`src/design/rom_ram_bank_mapper_assert.svh`:
```
// Assertion macros used by the bank mapper top level.
`ifndef ROM_RAM_BANK_MAPPER_ASSERT_SVH
`define ROM_RAM_BANK_MAPPER_ASSERT_SVH

// Same-cycle implication, checked at every rising edge outside reset.
`define RRBM_ASSERT_IMP(name, clk_i, rst_n, ante, cons, msg) \
	name: assert property (@(posedge clk_i) disable iff (!rst_n) (ante) |-> (cons)) \
		else $error(msg);

// Next-cycle implication, checked at every rising edge outside reset.
`define RRBM_ASSERT_NXT(name, clk_i, rst_n, ante, cons, msg) \
	name: assert property (@(posedge clk_i) disable iff (!rst_n) (ante) |=> (cons)) \
		else $error(msg);

`endif

```
`src/design/rrbm_pkg.sv`:
```
// Types and constants shared by the bank mapper modules.
package rrbm_pkg;

	// Address pages of 8 KiB, selected by bus address bits 15:13.
	typedef enum logic [2:0] {
		PG_RAM_EN   = 3'd0,
		PG_ROM_BANK = 3'd1,
		PG_UPPER    = 3'd2,
		PG_MODE     = 3'd3,
		PG_VIDEO    = 3'd4,
		PG_SAVE     = 3'd5,
		PG_WORK     = 3'd6,
		PG_HIGH     = 3'd7
	} page_t;

	localparam logic [7:0] RAM_EN_KEY    = 8'h0A;
	localparam logic [7:0] BYTE_FF       = 8'hFF;
	localparam logic [4:0] ROM_BANK_ONE  = 5'd1;
	localparam int         BANK_OFS_BITS = 13;

	typedef struct packed {
		logic we;
		logic re;
	} ram_ctl_t;

	typedef struct packed {
		logic [7:0]  read_data;
		logic        rom_fetch;
		logic [20:0] rom_address;
		logic        unsupported;
		logic        ram_read;
	} result_t;

endpackage

```
`src/design/rrbm_ctrl.sv`:
```
// Mapper registers and the access decoder for one bus beat.
module rrbm_ctrl import rrbm_pkg::*; #(
	parameter int RAM_BANKS = 4,
	parameter int AW        = 15
) (
	input  logic          clk,
	input  logic          arst_n,
	input  logic          ram_present,
	input  logic          adv,
	input  logic          mode_s1,
	input  logic [15:0]   addr_s1,
	input  logic [7:0]    data_s1,
	output result_t       res,
	output ram_ctl_t      ram_ctl,
	output logic [AW-1:0] ram_index
);

	localparam logic [2:0] NUM_BANKS = 3'(RAM_BANKS);

	logic       ram_enabled_q;
	logic [4:0] low_rom_bank_q;
	logic [1:0] upper_bank_q;
	logic       bank_mode_q;

	page_t      page;
	logic       ram_ok;
	logic [6:0] rom_bank;
	logic [2:0] wrap0, wrap1, wrap2, wrap3;

	assign page     = page_t'(addr_s1[15:13]);
	assign ram_ok   = (page == PG_SAVE) && ram_enabled_q && ram_present;
	assign rom_bank = bank_mode_q ? {upper_bank_q, low_rom_bank_q} : {2'b00, low_rom_bank_q};

	// The RAM bank wraps modulo the bank count; three compare-subtract steps cover
	// every count from one to four on a two-bit bank number.
	assign wrap0 = bank_mode_q ? 3'd0 : {1'b0, upper_bank_q};
	assign wrap1 = (wrap0 >= NUM_BANKS) ? wrap0 - NUM_BANKS : wrap0;
	assign wrap2 = (wrap1 >= NUM_BANKS) ? wrap1 - NUM_BANKS : wrap1;
	assign wrap3 = (wrap2 >= NUM_BANKS) ? wrap2 - NUM_BANKS : wrap2;

	assign ram_index = AW'({wrap3[1:0], addr_s1[BANK_OFS_BITS-1:0]});

	always_comb begin
		res     = '0;
		ram_ctl = '0;
		if (mode_s1) begin
			unique case (page) inside
				PG_RAM_EN, PG_ROM_BANK, PG_UPPER, PG_MODE: begin
				end
				PG_SAVE: begin
					if (ram_ok) begin
						ram_ctl.we = adv;
					end else begin
						res.unsupported = 1'b1;
					end
				end
				default: begin
					res.unsupported = 1'b1;
				end
			endcase
		end else begin
			unique case (page) inside
				PG_RAM_EN, PG_ROM_BANK: begin
					res.rom_fetch   = 1'b1;
					res.rom_address = {7'd0, addr_s1[13:0]};
				end
				PG_UPPER, PG_MODE: begin
					res.rom_fetch   = 1'b1;
					res.rom_address = {rom_bank, addr_s1[13:0]};
				end
				PG_SAVE: begin
					if (ram_ok) begin
						res.ram_read = 1'b1;
						ram_ctl.re   = adv;
					end else begin
						res.unsupported = 1'b1;
						res.read_data   = BYTE_FF;
					end
				end
				default: begin
					res.unsupported = 1'b1;
					res.read_data   = BYTE_FF;
				end
			endcase
		end
	end

	always_ff @(posedge clk or negedge arst_n) begin
		if (!arst_n) begin
			ram_enabled_q  <= 1'b0;
			low_rom_bank_q <= ROM_BANK_ONE;
			upper_bank_q   <= 2'd0;
			bank_mode_q    <= 1'b0;
		end else if (adv && mode_s1) begin
			unique case (page)
				PG_RAM_EN:   ram_enabled_q  <= (data_s1 & RAM_EN_KEY) == RAM_EN_KEY;
				PG_ROM_BANK: low_rom_bank_q <= (data_s1 == 8'd0) ? ROM_BANK_ONE : data_s1[4:0];
				PG_UPPER:    upper_bank_q   <= data_s1[1:0];
				PG_MODE:     bank_mode_q    <= data_s1[0];
				default: begin
				end
			endcase
		end
	end

endmodule

```
`config.mk`:
```
export PLATFORM = sky130hd
export DESIGN_NAME = rrbm_ctrl
export DESIGN_NICKNAME = d
export VERILOG_FILES = /design/src/design/rom_ram_bank_mapper_assert.svh /design/src/design/rrbm_pkg.sv /design/src/design/rrbm_ctrl.sv
export SDC_FILE = /design/constraint.sdc
export NUM_CORES = 1
export LEC_CHECK = 0
export ABC_AREA = 1
export BUFFER_PORTS_ARGS = -buffer_cell sky130_fd_sc_hd__clkbuf_2
export CAP_MARGIN = 20
export CELL_PAD_IN_SITES_DETAIL_PLACEMENT = 1
export CELL_PAD_IN_SITES_GLOBAL_PLACEMENT = 1
export CORE_MARGIN = 2
export CORE_UTILIZATION = 21
export CTS_CLUSTER_DIAMETER = 30
export DETAILED_ROUTE_END_ITERATION = 10
export GPL_ROUTABILITY_DRIVEN = 0
export PLACE_DENSITY_LB_ADDON = 0.1
export SLEW_MARGIN = 25
export SYNTH_ARGS = -nofsm -noshare
export SYNTH_HDL_FRONTEND = slang
export SYNTH_SLANG_ARGS = --single-unit
export TNS_END_PERCENT = 100
```
`constraint.sdc`:
```
create_clock -name clk -period 2.6 [get_ports clk]
set_input_delay 0.78 -clock clk [delete_from_list [all_inputs] [get_ports clk]]
set_output_delay 0.78 -clock clk [all_outputs]
set_load 0.03 [all_outputs]
```
==> results of run 1 <==
## cells in the final DEF, fill, tap and decap left out, drive strengths merged
cell type  instances
nor3               4
a21oi              1
o21a               2
buf                1
dfstp              1
o21ai              6
nor2              35
nand2             16
dfrtp              8
nand3              4
inv               30
clkbuf            80
## state kept, by name (all words and copies together) (netlist names)
register / count
low_rom_bank_q: 5
ram_enabled_q: 1
bank_mode_q: 1
upper_bank_q: 2
## synthesized netlist by cell type
| cell | n | area share |
|---|---|---|
| nor2_1 | 33 | 0.16 |
| inv_1 | 30 | 0.14 |
| buf_4 | 20 | 0.19 |
| nand2_1 | 14 | 0.066 |
| dfrtp_1 | 8 | 0.25 |
| nand3_1 | 4 | 0.025 |
| nor3_1 | 4 | 0.025 |
| o21ai_0 | 3 | 0.019 |
| o21ai_1 | 3 | 0.019 |
| nand2_2 | 2 | 0.016 |
| o21a_1 | 2 | 0.019 |
| a21oi_1 | 1 | 0.0063 |
| buf_2 | 1 | 0.0063 |
| dfstp_2 | 1 | 0.033 |
| nor2_2 | 1 | 0.0079 |
| nor2_4 | 1 | 0.014 |
## cell families after synthesis
group	count (synthesis)
buffers and inverters	51
DFF	9
and+or+nand+nor	59
AOI/OAI and AO/OA	9
## worst paths after layout
path,start,end,cells after the start
max,addr_s1[14],res[29],6
min,arst_n,ram_enabled_q$_DFFE_PN0P_,1
max reg2reg,low_rom_bank_q[0]$_DFFE_PN1P_,low_rom_bank_q[0]$_DFFE_PN1P_,2
min reg2reg,low_rom_bank_q[4]$_DFFE_PN0P_,low_rom_bank_q[4]$_DFFE_PN0P_,2
max in group asynchronous,arst_n,low_rom_bank_q[0]$_DFFE_PN1P_,1
min in group clk,low_rom_bank_q[4]$_DFFE_PN0P_,low_rom_bank_q[4]$_DFFE_PN0P_,2
## per-stage QoR
| step | hold WS, ns | setup slack, ns | setup TNS (ns) | area, µm² | util |
|---|---|---|---|---|---|
| 3_5_place_dp | 0.4782 | 0.07788 | 0 | 1099 | 0.3023 |
| 6_report | 0.4046 | 0.09916 | 0 | 1144 | 0.3147 |
| 5_1_grt | 0.4123 | -0.001175 | -0.001175 | 1144 | 0.3147 |
| 4_1_cts | 0.4135 | 0.07590 | 0 | 1144 | 0.3147 |
| 3_3_place_gp | 0.4719 | 0.1081 | 0 | 1099 | 0.3023 |
| 2_1_floorplan | 0.4530 | -0.02595 | -0.2595 | 808.3 | - |
## critical path, cell delays in order
cell and delay [ns]:
clkbuf_2 0.13, inv_1 0.07, nand3_1 0.07, nor2_1 0.06
nor3_2 0.32, clkbuf_2 0.29
## power breakdown
part / switching (W) / internal (W) / total, W
Combinational: 0.000154 / 0.0000681 / 0.000222
Clock: 0.0000554 / 0.000107 / 0.000162
Sequential: 0.0000155 / 0.000171 / 0.000187
Total: 0.000225 / 0.000346 / 0.000571
## area by class of cell
cell class | count | area (µm²) | share of cell area
clock buffers | 4 | 45.04 | 0.03939
inverters | 30 | 112.6 | 0.09847
multi-input cells | 68 | 314.1 | 0.2746
flip-flops and latches | 9 | 226.5 | 0.1980
well taps | 48 | 60.06 | 0.05252
repair buffers | 77 | 385.4 | 0.3370
## metal layers
metal,global-route usage,share of wire,vias to the layer above
met4,0.05469,0.019,0
met5,0,0,-
met2,0.2117,0.51,41
li1,-,-,475
met3,0.02055,0.070,5
met1,0.1379,0.40,417
==> qor.csv, run 1 <==
metric,value,unit
rrSetupSlack,1.87,ns
p_per_area,499.7,nW/µm²
htree_num_levels,1,
avgSynthCellArea,6.178,µm²
worstSkewPairLatency,0.23,ns
dp.cells,232,
cp_max_fo,8,
drc_errors,0,
syn-cell-area,790.8,µm²
clkTransAtPathRegs,0.05,ns
cts_buffers,3,
slew_headroom,0.7275,
post-route-period-util,0.9619,
finalHoldViolCount,0,
rsz0062_at_grt,yes,
grt_antenna_before_repair,0,
rows,22,
grt_usage,0.1190,
total_power,0.0005715,W
instances_no_fill,236,
synth_seq_cells,9,
crit_required,1.82,ns
core-area,3633,µm²
fillers,514,
synthCells,128,
grt_max_degree,15,
viasPerCell,3.975,
syn-num-nets,157,
overflow,0,
synth_top_family_by_area,buffers and inverters,
yosys.cell_types.count,16,
setup_viol,0,
io_buffer_count,77,
antenna_left,0,
start_util,0.2176,
synthSimpleGateAreaFrac,0.3117,
drive_above_1_share,0.4734,
ys_seq_area_frac,0.2864,
end_kind,output pin,
num_io_pins,78,
synth-adder-area-share,0,
yosys_warnings,0,
drt_iter0_drc,13,
cts_tree,built,
wl_per_cell,10.11,µm
vias,938,
maxCapViolations,0,
leakage,0.7330,nW
fin_skew,0,ns
clkSinkCount,9,
holdBufCountCts,0,
cts_resized,0,
clockBufferDepth,2,
path_class,in2out,
die_x,65.37,µm
tightest_slew,0.4065,ns
grt_pass1_vias,885,
fin_nets,218,
die_area,4273,µm²
hpwl,2132,µm
slew_violations,0,
diodes,0,
ir_drop,0.2672,mV
root_buffer,clkbuf_8,
period_needed,2.501,ns
hold_class,in2async,
clock.fmax,0.3999,GHz
grt_first_pass_wirelength,3905,µm
syn_to_final_growth,44.62,%
synth_compound_area_frac,0.06329,
die_h,65.37,µm
wirelength,2386,µm
synthXorXnorAreaFrac,0,
first_pass_iters,4,
cts_setup_buffers,0,
muxShareOfSynthArea,0,
cp.arrival,1.72,ns
critPathLaunchType,primary input,
status,completed,
No activity file was read; power rests on OpenSTA's default activity.
==> inputs of run 2 (changes only) <==
--- a/config.mk
+++ b/config.mk
@@ -16,6 +16,7 @@
 export DETAILED_ROUTE_END_ITERATION = 10
 export GPL_ROUTABILITY_DRIVEN = 0
 export PLACE_DENSITY_LB_ADDON = 0.1
+export REMOVE_ABC_BUFFERS = 1
 export SLEW_MARGIN = 25
 export SYNTH_ARGS = -nofsm -noshare
 export SYNTH_HDL_FRONTEND = slang
==> run 2 against run 1 <==
Effect of this change:
- fmax is 1.7% higher
- count of clock-buffer cells in the layout stayed put
- critical path depth is 1 higher
- combinational power hardly changed
- critical endpoint is now ram_ctl[0]
- highest routed layer is now met3
==> qor.csv, run 2 (same netlist as run 1, synthesis figures left out) <==
metric,value,unit,change
clockBufferDepth,2,,unchanged
cts_buffers,3,,unchanged
grt_first_pass_wirelength,3870,µm,was 3905 µm
die_area,4273,µm²,unchanged
cp.arrival,1.68,ns,was 1.72 ns
io_buffer_count,77,,unchanged
clock.fmax,0.4068,GHz,was 0.3999 GHz
p_int,0.0003480,W,was 0.0003464 W
status,completed,,unchanged
top_register,low_rom_bank_q,,unchanged
path_class,in2out,,unchanged
num_io_pins,78,,unchanged
combPwrFrac,0.391,,was 0.389
finalHoldViolCount,0,,unchanged
sw_frac_of_total,0.3888,,was 0.3938
htree_num_levels,1,,unchanged
cp_max_fo,3,,was 8
crit_required,1.82,ns,about the same
die_h,65.37,µm,unchanged
diodes,0,,unchanged
clkSinkCount,9,,unchanged
r2r_start,low_rom_bank_q[0]$_DFFE_PN1P_,,unchanged
hold_class,in2async,,unchanged
post-route-period-util,0.9454,,was 0.9619
end_kind,output pin,,unchanged
antenna_left,0,,unchanged
setup_tns,0,ns,unchanged
startpoint,addr_s1[14],,unchanged
slew_violations,0,,unchanged
setup_viol,0,,unchanged
slew_headroom,0.7824,,was 0.7275
final_cell_mix,"clkbuf_2 (77), nor2_1 (32), inv_1 (29)",,"was clkbuf_2 (76), nor2_1 (32), inv_1 (30)"
dp_slack,0.05643,ns,was 0.07788 ns
viasPerCell,3.937,,was 3.975
wl_per_cell,10.21,µm,was 10.11 µm
drive_above_1_share,0.4737,,was 0.4734
fin_ws,0.1419,ns,was 0.09916 ns
largest_register_ffs,5,,unchanged
ir_drop,0.2499,mV,was 0.2672 mV
p_sw,0.0002213,W,was 0.0002251 W
overflow,0,,unchanged
p_per_area,496.7,nW/µm²,was 499.7 nW/µm²
leakage,0.7405,nW,was 0.7330 nW
critPathLaunchType,primary input,,unchanged
cts_tree,built,,unchanged
vias,937,,was 938
grt_max_degree,15,,unchanged
hpwl,2150,µm,was 2132 µm
clkTransAtPathRegs,0.05,ns,about the same
syn_to_final_growth,44.94,%,was 44.62%
root_buffer,clkbuf_8,,unchanged
grt_pass1_vias,873,,was 885
wirelength,2430,µm,was 2386 µm
drc_errors,0,,unchanged
first_pass_iters,4,,unchanged
grt_usage,0.1133,,was 0.1190
pwr-share-seq,0.328,,was 0.327
worstSkewPairLatency,0.23,ns,about the same
core-area,3633,µm²,unchanged
fin_skew,0,ns,unchanged
period_needed,2.458,ns,was 2.501 ns
cts_setup_buffers,0,,unchanged
fin_nets,220,,was 218
final_common_cell,clkbuf_2,,unchanged
start_util,0.2176,,unchanged
rows,22,,unchanged
clockPowerShare,0.281,,was 0.284
top_regs,"low_rom_bank_q x5, upper_bank_q x2",,unchanged
maxCapViolations,0,,unchanged
rsz0062_at_grt,no,,was yes
grt_antenna_before_repair,0,,unchanged
drt_iter0_drc,15,,was 13
die_x,65.37,µm,unchanged
tightest_slew,0.3252,ns,was 0.4065 ns
==> run 2: timing repair <==
action | in CTS | in global routing
setup endpoints to repair | 0 | 3
resized for setup | 0 | 3
hold buffers | 0 | 0
==> run 2: metrics by stage <==
| stage | hold WS, ns | utilization | area (µm²) | instances | power [W] |
|---|---|---|---|---|---|
| 6_report | 0.4015 | 0.3154 | 1146 | 238 | 0.0005693 |
| 5_1_grt | 0.4139 | 0.3154 | 1146 | 238 | 0.0006147 |
| 3_3_place_gp | 0.4729 | 0.3017 | 1096 | 234 | 0.0004102 |
| 3_5_place_dp | 0.4771 | 0.3017 | 1096 | 234 | 0.0004141 |
| 4_1_cts | 0.4078 | 0.3141 | 1141 | 238 | 0.0005806 |
| 2_1_floorplan | 0.4530 | - | 635.6 | 107 | 0.0003079 |
==> run 2: per-layer routing <==
layer	vias to the layer above	track usage	wire (µm)
met5	-	0	0
met4	0	0.01563	0
met3	0	0.02740	153
met2	36	0.2054	1229
met1	424	0.1382	1048
li1	477	-	-
==> run 2: worst paths after layout <==
kind / cells past startpoint / slack (ns) / end
worst max-delay path: 7 / 0.14 / ram_ctl[0]
worst min-delay path: 1 / 0.40 / low_rom_bank_q[3]$_DFFE_PN0P_
worst max register to register: 2 / 1.87 / low_rom_bank_q[0]$_DFFE_PN1P_
worst min register to register: 2 / 0.49 / upper_bank_q[1]$_DFFE_PN0P_
max in group asynchronous: 1 / 1.94 / low_rom_bank_q[0]$_DFFE_PN1P_
min in group clk: 2 / 0.49 / upper_bank_q[1]$_DFFE_PN0P_
==> run 2: power by group through the flow <==
stage               clock (W)  combinational, W  sequential [W]
finish               0.000160          0.000223        0.000187
global route         0.000177          0.000247        0.000191
CTS                  0.000168          0.000226        0.000187
detailed placement          0          0.000225        0.000189
global placement            0          0.000223        0.000188
floorplan                   0          0.000124        0.000184
==> run 2: critical path: stages <==
cell and delay (ns):
clkbuf_2 0.12, inv_1 0.10, nand3_1 0.07, nor2_1 0.15, inv_1 0.10, nor3_1 0.13, clkbuf_2 0.23
==> run 2: layout make-up <==
type,instances,area [µm²]
inverters,30,112.6
well taps,48,60.06
repair buffers,79,400.4
flip-flops and latches,9,226.5
multi-input cells,68,301.5
fillers,504,2487
clock buffers,4,45.04
